### config.mk
export PLATFORM = sky130hd
export DESIGN_NAME = verdict_batch_coalescer_top
export DESIGN_NICKNAME = d
export VERILOG_FILES = /design/src/rtl/core/vbc_pkg.sv /design/src/rtl/core/verdict_batch_coalescer_top.sv
export SDC_FILE = /design/constraint.sdc
export NUM_CORES = 2
export LEC_CHECK = 0
export ABC_AREA = 1
export BUFFER_PORTS_ARGS = -buffer_cell sky130_fd_sc_hd__clkbuf_2
export CAP_MARGIN = 20
export CELL_PAD_IN_SITES_DETAIL_PLACEMENT = 2
export CELL_PAD_IN_SITES_GLOBAL_PLACEMENT = 2
export CORE_MARGIN = 2
export CORE_UTILIZATION = 40
export DETAILED_ROUTE_END_ITERATION = 10
export GPL_TIMING_DRIVEN = 0
export PLACE_DENSITY_LB_ADDON = 0.1
export SYNTH_ARGS = -nofsm -noshare
export SYNTH_HDL_FRONTEND = slang
export SYNTH_SLANG_ARGS = --single-unit
### constraint.sdc
create_clock -name clk -period 17.4 [get_ports clk]
set_input_delay 3.48 -clock clk [delete_from_list [all_inputs] [get_ports clk]]
set_output_delay 3.48 -clock clk [all_outputs]
set_load 0.05 [all_outputs]
### src/rtl/core/vbc_pkg.sv
// ----------------------------------------------------------------------------
// vbc_pkg
// Shared widths, codes and types of the verdict batch coalescer.
// ----------------------------------------------------------------------------
package vbc_pkg;

  // Field widths
  localparam int NOW_W      = 48;
  localparam int TIMEOUT_W  = 48;
  localparam int ID_W       = 32;
  localparam int CNT_W      = 16;
  localparam int VERD_W     = 3;
  localparam int MASK_W     = 2;
  localparam int CFG_IDX_W  = 2;
  localparam int CFG_DATA_W = 48;

  // Default wrap width of the elapsed-time arithmetic
  localparam int TIME_BITS_DEF = 48;

  // Result queue geometry
  localparam int RES_DEPTH = 4;
  localparam int RES_PTR_W = $clog2(RES_DEPTH);
  localparam int RES_CNT_W = $clog2(RES_DEPTH + 1);

  // Verdict codes
  localparam logic [VERD_W-1:0] NO_MATCH_CODE   = 3'd6;
  localparam logic [VERD_W-1:0] NO_VERDICT_MARK = 3'd5;

  // Count saturation
  localparam logic [CNT_W-1:0] CNT_MAX = 16'hFFFF;

  // Register reset values
  localparam logic [CNT_W-1:0]     LIMIT_RST   = 16'd1;
  localparam logic [TIMEOUT_W-1:0] TIMEOUT_RST = 48'hFFFF_FFFF_FFFF;
  localparam logic [VERD_W-1:0]    DEF_VERD_RST = 3'd1;

  // Chain codes
  localparam logic CHAIN_IN  = 1'b0;
  localparam logic CHAIN_OUT = 1'b1;

  // Request kinds
  localparam logic MODE_PACKET = 1'b0;
  localparam logic MODE_POLL   = 1'b1;

  // Poll mask bits
  localparam int POLL_BIT_IN  = 0;
  localparam int POLL_BIT_OUT = 1;

  // Configuration register indexes
  typedef enum logic [CFG_IDX_W-1:0] {
    REG_BATCH_LIMIT     = 2'd0,
    REG_BATCH_TIMEOUT   = 2'd1,
    REG_DEF_VERDICT_IN  = 2'd2,
    REG_DEF_VERDICT_OUT = 2'd3
  } cfg_reg_t;

  // One batch release
  typedef struct packed {
    logic              chain;
    logic [ID_W-1:0]   pkt_id;
    logic [VERD_W-1:0] verdict;
    logic [CNT_W-1:0]  count;
    logic              last;
  } flush_t;

endpackage

### src/rtl/core/verdict_batch_coalescer_top.sv
// ----------------------------------------------------------------------------
// verdict_batch_coalescer_top
// A request is captured in the input register, and its releases are written
// to the result queue, which offers them on the result port.
// Throughput: one request per cycle while the queue has room; the releases of
// a request leave through the single result port one at a time, and the
// 4-entry result queue pauses the input register when it holds more than two.
// Reset (rst_n low, synchronous): registers to defaults, batches emptied,
// queue and input register cleared.
// ----------------------------------------------------------------------------
module verdict_batch_coalescer_top #(
  parameter int TIME_BITS = vbc_pkg::TIME_BITS_DEF
) (
  input  logic                           clk,
  input  logic                           rst_n,
  // configuration write port
  input  logic                           cfg_we,
  input  logic [vbc_pkg::CFG_IDX_W-1:0]  cfg_index,
  input  logic [vbc_pkg::CFG_DATA_W-1:0] cfg_wdata,
  // request channel
  input  logic                           in_valid,
  output logic                           in_stall,
  input  logic                           in_mode,
  input  logic                           in_chain,
  input  logic [vbc_pkg::MASK_W-1:0]     in_poll_mask,
  input  logic                           in_force_req,
  input  logic [vbc_pkg::ID_W-1:0]       in_pkt_id,
  input  logic [vbc_pkg::VERD_W-1:0]     in_rule_verdict,
  input  logic                           in_is_tcp,
  input  logic                           in_tcp_syn,
  input  logic                           in_tcp_psh,
  input  logic [vbc_pkg::NOW_W-1:0]      in_now_us,
  // result channel
  output logic                           out_valid,
  input  logic                           out_stall,
  output logic                           out_flush_chain,
  output logic [vbc_pkg::ID_W-1:0]       out_flush_pkt_id,
  output logic [vbc_pkg::VERD_W-1:0]     out_flush_verdict,
  output logic [vbc_pkg::CNT_W-1:0]      out_flush_count,
  output logic                           out_last_flag
);
  import vbc_pkg::*;

  localparam int CMP_W = (TIME_BITS > TIMEOUT_W) ? TIME_BITS : TIMEOUT_W;

  // Configuration registers
  logic [CNT_W-1:0]     limit_r;
  logic [TIMEOUT_W-1:0] timeout_r;
  logic [VERD_W-1:0]    def_in_r;
  logic [VERD_W-1:0]    def_out_r;

  // Per-chain batch state
  logic [CNT_W-1:0]     pend_r   [2];
  logic [CNT_W-1:0]     pend_nxt [2];
  logic [ID_W-1:0]      id_r     [2];
  logic [ID_W-1:0]      id_nxt   [2];
  logic [VERD_W-1:0]    verd_r   [2];
  logic [VERD_W-1:0]    verd_nxt [2];
  logic [TIME_BITS-1:0] old_r    [2];
  logic [TIME_BITS-1:0] old_nxt  [2];

  // Input register
  logic                 s_vld_r;
  logic                 s_mode_r;
  logic                 s_chain_r;
  logic [MASK_W-1:0]    s_mask_r;
  logic                 s_force_r;
  logic [ID_W-1:0]      s_id_r;
  logic [VERD_W-1:0]    s_rv_r;
  logic                 s_tcp_r;
  logic                 s_syn_r;
  logic                 s_psh_r;
  logic [NOW_W-1:0]     s_now_r;

  // Result queue
  flush_t               res_q [RES_DEPTH];
  logic [RES_PTR_W-1:0] wptr_r;
  logic [RES_PTR_W-1:0] rptr_r;
  logic [RES_CNT_W-1:0] cnt_r;
  logic [RES_PTR_W-1:0] wptr_p1;

  // Single-pass logic
  logic                 proc;
  logic                 pop;
  logic [TIME_BITS-1:0] now_t;
  logic                 tmo_hit [2];
  logic                 c;
  logic [VERD_W-1:0]    v;
  logic [CNT_W-1:0]     pc;
  logic [CNT_W-1:0]     pc_mid;
  logic [CNT_W-1:0]     pc2;
  logic                 f1;
  logic                 f2;
  logic                 hit2;
  logic                 fo;
  logic                 fi;
  logic                 a_v;
  logic                 b_v;
  flush_t               a_d;
  flush_t               b_d;
  flush_t               wr0;
  logic [1:0]           wr_n;

  // Hold the input register while the queue lacks room for two results
  assign proc     = s_vld_r && (cnt_r <= RES_CNT_W'(RES_DEPTH - 2));
  assign in_stall = s_vld_r && !proc;

  assign out_valid = (cnt_r != '0);
  assign pop       = out_valid && !out_stall;

  assign out_flush_chain   = res_q[rptr_r].chain;
  assign out_flush_pkt_id  = res_q[rptr_r].pkt_id;
  assign out_flush_verdict = res_q[rptr_r].verdict;
  assign out_flush_count   = res_q[rptr_r].count;
  assign out_last_flag     = res_q[rptr_r].last;

  assign now_t   = TIME_BITS'(s_now_r);
  assign wptr_p1 = wptr_r + 1'b1;

  // Write configuration registers
  always_ff @(posedge clk) begin
    if (!rst_n) begin
      limit_r   <= LIMIT_RST;
      timeout_r <= TIMEOUT_RST;
      def_in_r  <= DEF_VERD_RST;
      def_out_r <= DEF_VERD_RST;
    end else if (cfg_we) begin
      unique case (cfg_reg_t'(cfg_index))
        REG_BATCH_LIMIT:     limit_r   <= cfg_wdata[CNT_W-1:0];
        REG_BATCH_TIMEOUT:   timeout_r <= cfg_wdata[TIMEOUT_W-1:0];
        REG_DEF_VERDICT_IN:  def_in_r  <= cfg_wdata[VERD_W-1:0];
        REG_DEF_VERDICT_OUT: def_out_r <= cfg_wdata[VERD_W-1:0];
        default: ;
      endcase
    end
  end

  // Capture a request into the input register
  always_ff @(posedge clk) begin
    if (!rst_n) begin
      s_vld_r <= 1'b0;
    end else if (!in_stall) begin
      s_vld_r <= in_valid;
    end
  end

  always_ff @(posedge clk) begin
    if (!in_stall && in_valid) begin
      s_mode_r  <= in_mode;
      s_chain_r <= in_chain;
      s_mask_r  <= in_poll_mask;
      s_force_r <= in_force_req;
      s_id_r    <= in_pkt_id;
      s_rv_r    <= in_rule_verdict;
      s_tcp_r   <= in_is_tcp;
      s_syn_r   <= in_tcp_syn;
      s_psh_r   <= in_tcp_psh;
      s_now_r   <= in_now_us;
    end
  end

  // Compare each chain's batch age with the timeout
  always_comb begin
    for (int i = 0; i < 2; i++) begin
      tmo_hit[i] = (CMP_W'(TIME_BITS'(now_t - old_r[i])) >= CMP_W'(timeout_r));
    end
  end

  // Resolve the request, pick releases and update batch state
  always_comb begin
    pend_nxt = pend_r;
    id_nxt   = id_r;
    verd_nxt = verd_r;
    old_nxt  = old_r;

    // packet path
    c      = s_chain_r;
    v      = (s_rv_r >= NO_MATCH_CODE) ? ((c == CHAIN_OUT) ? def_out_r : def_in_r) : s_rv_r;
    pc     = pend_r[c];
    f1     = (v != verd_r[c]) && (pc != '0);
    pc_mid = f1 ? '0 : pc;
    pc2    = (pc_mid != CNT_MAX) ? pc_mid + 1'b1 : CNT_MAX;
    // a fresh batch has zero age
    hit2   = (pc_mid == '0) ? (timeout_r == '0) : tmo_hit[c];
    f2     = (s_tcp_r && (s_syn_r || s_psh_r)) || (pc2 >= limit_r) || hit2;

    // poll path: output chain first, then input chain
    fo = s_mask_r[POLL_BIT_OUT] && (pend_r[CHAIN_OUT] != '0) &&
         (s_force_r || (pend_r[CHAIN_OUT] >= limit_r) || tmo_hit[CHAIN_OUT]);
    fi = s_mask_r[POLL_BIT_IN] && (pend_r[CHAIN_IN] != '0) &&
         (s_force_r || (pend_r[CHAIN_IN] >= limit_r) || tmo_hit[CHAIN_IN]);

    a_v = 1'b0;
    b_v = 1'b0;
    a_d = '0;
    b_d = '0;

    if (proc) begin
      if (s_mode_r == MODE_PACKET) begin
        // flush on verdict change, then add the packet
        a_v = f1;
        a_d = {c, id_r[c], verd_r[c], pc, 1'b0};
        b_v = f2;
        b_d = {c, s_id_r, v, pc2, 1'b0};
        verd_nxt[c] = v;
        id_nxt[c]   = s_id_r;
        if (pc_mid == '0) begin
          old_nxt[c] = now_t;
        end
        pend_nxt[c] = f2 ? '0 : pc2;
      end else begin
        a_v = fo;
        a_d = {CHAIN_OUT, id_r[CHAIN_OUT], verd_r[CHAIN_OUT], pend_r[CHAIN_OUT], 1'b0};
        b_v = fi;
        b_d = {CHAIN_IN, id_r[CHAIN_IN], verd_r[CHAIN_IN], pend_r[CHAIN_IN], 1'b0};
        if (fo) begin
          pend_nxt[CHAIN_OUT] = '0;
        end
        if (fi) begin
          pend_nxt[CHAIN_IN] = '0;
        end
      end
    end

    // mark the last release of this request
    if (b_v) begin
      b_d.last = 1'b1;
    end else begin
      a_d.last = 1'b1;
    end

    wr0  = a_v ? a_d : b_d;
    wr_n = {1'b0, a_v} + {1'b0, b_v};
  end

  // Hold batch state
  always_ff @(posedge clk) begin
    if (!rst_n) begin
      for (int i = 0; i < 2; i++) begin
        pend_r[i] <= '0;
        id_r[i]   <= '0;
        verd_r[i] <= NO_VERDICT_MARK;
        old_r[i]  <= '0;
      end
    end else begin
      pend_r <= pend_nxt;
      id_r   <= id_nxt;
      verd_r <= verd_nxt;
      old_r  <= old_nxt;
    end
  end

  // Advance result queue pointers
  always_ff @(posedge clk) begin
    if (!rst_n) begin
      wptr_r <= '0;
      rptr_r <= '0;
      cnt_r  <= '0;
    end else begin
      wptr_r <= wptr_r + RES_PTR_W'(wr_n);
      rptr_r <= rptr_r + RES_PTR_W'(pop);
      cnt_r  <= cnt_r + RES_CNT_W'(wr_n) - RES_CNT_W'(pop);
    end
  end

  // Store releases
  always_ff @(posedge clk) begin
    if (wr_n != 2'd0) begin
      res_q[wptr_r] <= wr0;
    end
    if (wr_n == 2'd2) begin
      res_q[wptr_p1] <= b_d;
    end
  end

endmodule

==> out/results.ini <==
[route]
first_pass_iters=5
vias=34500
post-route-drc-count=0
wl_per_cell_um=25.3
wirelength_mm=150
vias_per_cell=5.83
drtIter0Drc=1743
drtAntennaViolNets=0

[placed_design]
place_congestion=0.977
port_buffers=199
pre_cts_ws_ps=6970
place_inst=5784
dp_hpwl_mm=116

[global_routing]
grt-ovfl-total=0
grt_pass1_wl_mm=228
antenna_found_initial=2
grt_usage=0.332
grt_start_max_net_pins=31
first_global_vias=37900

[sta]
relSlewSlack=0.223
grt_setup_unrepaired=no
tightest_slew_ps=1160
drv_slew=0
min_period_over_period=0.600
fmax_ghz=0.0959
fin_ws_ps=6970
finalHoldViolations=0
skew_ps=33.5
finalSetupTns_ps=0
setup_viol=0
finalCriticalPeriod_ps=10430

[clocking]
post_cts_resize_count=0
cts_buffers=70
hold_buffers=0
clock_latency_ps=640
root_buffer=clkbuf_16
cts_setup_buffers=0
htreeDepth=3
clk_pin_slew_worst_paths_ps=60
cts_tree=yes
clockBufferDepth=3
numClockSinks=579

[synth]
synth_nets=4818
ys_types=51
synth_area_per_cell_sq_um=7.81
async_flop_share=0
syn_area_sq_um=34500
synth_seq_cells=579
ys_seq_area_frac=0.424
ys_warn_count=0
synth_edf_count=303
synthFlopType=edfxtp_1
synthCells=4422

[floorplanning]
initial_utilization=0.404
die_x_um=298
num_rows=107
io_pins=201
core_area_sq_um=85400
die_h_um=298
die_area_sq_um=88700

[power_and_ir_drop]
p_leak_nw=16.3
power_density_nw_per_um2=118
ir_drop_v=0.0000817

[final_layout]
seq_area_sq_um=14600
drive_gt1_frac=0.0807
area_growth_pct=15.8
fin_cells=5915
antenna_cells=0
multi_input_area_sq_um=17500
nets=5109
n_fill_cell=9803

[critical_path]
start_kind=register
r2r_slack_ps=6970
cp_max_fo=16
worst-path-buf-inv=8
crit_slowest_cell=nor2_1
slowest_delay_ps=880
endpoint_kind=register
crit_top_cell=nand2_1
cp_data_arrival_time_ps=10760
cp_top_family=compound AO/OA/AOI/OAI gates
worstSetupPathType=reg -> reg
crit_required_ps=17720

[status]
status=finished, final reports clean

[flow_run]
maxCapViolations=0

[worst_hold_path]
hold_class=reg -> reg

-- cell usage in the layout, fill, tap and decap left out, drive strengths merged, types with 2 or more instances in the layout --
cell	netlist	layout
fa	3	3
nand2	818	818
a21boi	7	7
edfxtp	303	303
o211ai	59	59
o31ai	6	6
o21ai	616	616
nor4	29	29
nand3	296	296
a21oi	405	405
dfxtp	276	276
nor2	379	379
xnor2	41	41
a21o	5	5
clkbuf	167	463
nor3	17	17
bufinv	0	12
or2	2	2
xor2	51	51
a211oi	4	4
o21a	11	11
inv	438	444
o21bai	7	7
o2111ai	2	2
o221ai	5	5
buf	39	59
ha	247	247
clkinv	8	23
a22oi	32	32
a31oi	45	45
nand4	37	37
o22ai	58	58
-- flip-flops by register name, indices dropped and copies added, names as in the netlist, 6 cells and up --
name,count
id_r,64
limit_r,16
now_t,48
old_r,96
pend_r,32
res_q,212
s_id_r,32
timeout_r,48
verd_r,6
-- Yosys cell counts, drive strengths merged (7+ instances only) --
cell type / n / area share
a21boi: 7 / 0.0016
nand3: 296 / 0.043
nor4: 29 / 0.0053
clkbuf: 167 / 0.018
nand2: 818 / 0.089
nand4: 37 / 0.0076
xnor2: 41 / 0.010
edfxtp: 303 / 0.26
o21bai: 7 / 0.0015
o211ai: 59 / 0.013
clkinv: 8 / 0.00087
nor2: 379 / 0.041
inv: 438 / 0.048
nor3: 17 / 0.0025
dfxtp: 276 / 0.16
o21a: 11 / 0.0024
xor2: 51 / 0.013
o22ai: 58 / 0.011
a21oi: 405 / 0.059
o21ai: 616 / 0.089
ha: 247 / 0.090
a31oi: 45 / 0.0090
a22oi: 32 / 0.0070
buf: 39 / 0.0060
-- metrics by stage --
stage	util	power [mW]	instance area [sq um]	hold slack (ps)
3_5_place_dp	0.438	3.07	37400	454
2_1_floorplan	-	2.55	34500	429
6_report	0.468	4.72	40000	463
3_3_place_gp	0.433	2.98	37000	446
4_1_cts	0.468	4.73	40000	468
5_1_grt	0.468	4.92	40000	489
-- logic make-up after synthesis --
| kind of cell | Yosys count | share of synthesized area |
|---|---|---|
| compound gates | 1268 | 0.200 |
| xor+xnor | 92 | 0.0233 |
| fa+ha+maj | 250 | 0.0912 |
| buf+inv | 652 | 0.0726 |
| flops | 579 | 0.424 |
| simple gates | 1581 | 0.190 |
-- power by group --
| group | switching [mW] | internal [mW] |
|---|---|---|
| combinational | 1.10 | 0.389 |
| clock | 0.652 | 0.996 |
| sequential | 0.0524 | 1.54 |
| total | 1.80 | 2.92 |
-- worst min-delay path, delay by kind of cell (launching register included) --
kind / cells / cell delay, ps
AO/OA/AOI/OAI: 1 / 60
flip-flops: 1 / 290
buffers and inverters: 1 / 60
-- routing by layer --
metal / share of wire / global-route usage
met3: 0.044 / 0.0343
met4: 0.045 / 0.143
met2: 0.50 / 0.597
met1: 0.41 / 0.401
met5: 0 / 0
-- area by class of cell --
| type | count | share of cell area |
|---|---|---|
| multi-input cells | 3191 | 0.437 |
| flip-flops and latches | 579 | 0.366 |
| clock buffers | 97 | 0.0503 |
| inverters | 446 | 0.0419 |
| well taps | 1144 | 0.0358 |
| repair buffers | 219 | 0.0355 |
| plain buffers | 206 | 0.0208 |
| clock inverters | 33 | 0.0131 |
-- final timing paths --
| kind | cells after the start | endpoint | from |
|---|---|---|---|
| setup / recovery | 33 | res_q[1][18] | now_t[0] |
| hold / removal | 2 | old_r[46] | old_r[46] |
| setup reg to reg | 33 | res_q[1][18] | now_t[0] |
| hold reg to reg | 2 | old_r[46] | old_r[46] |
Note: power is estimated with default switching activity, not from simulation.
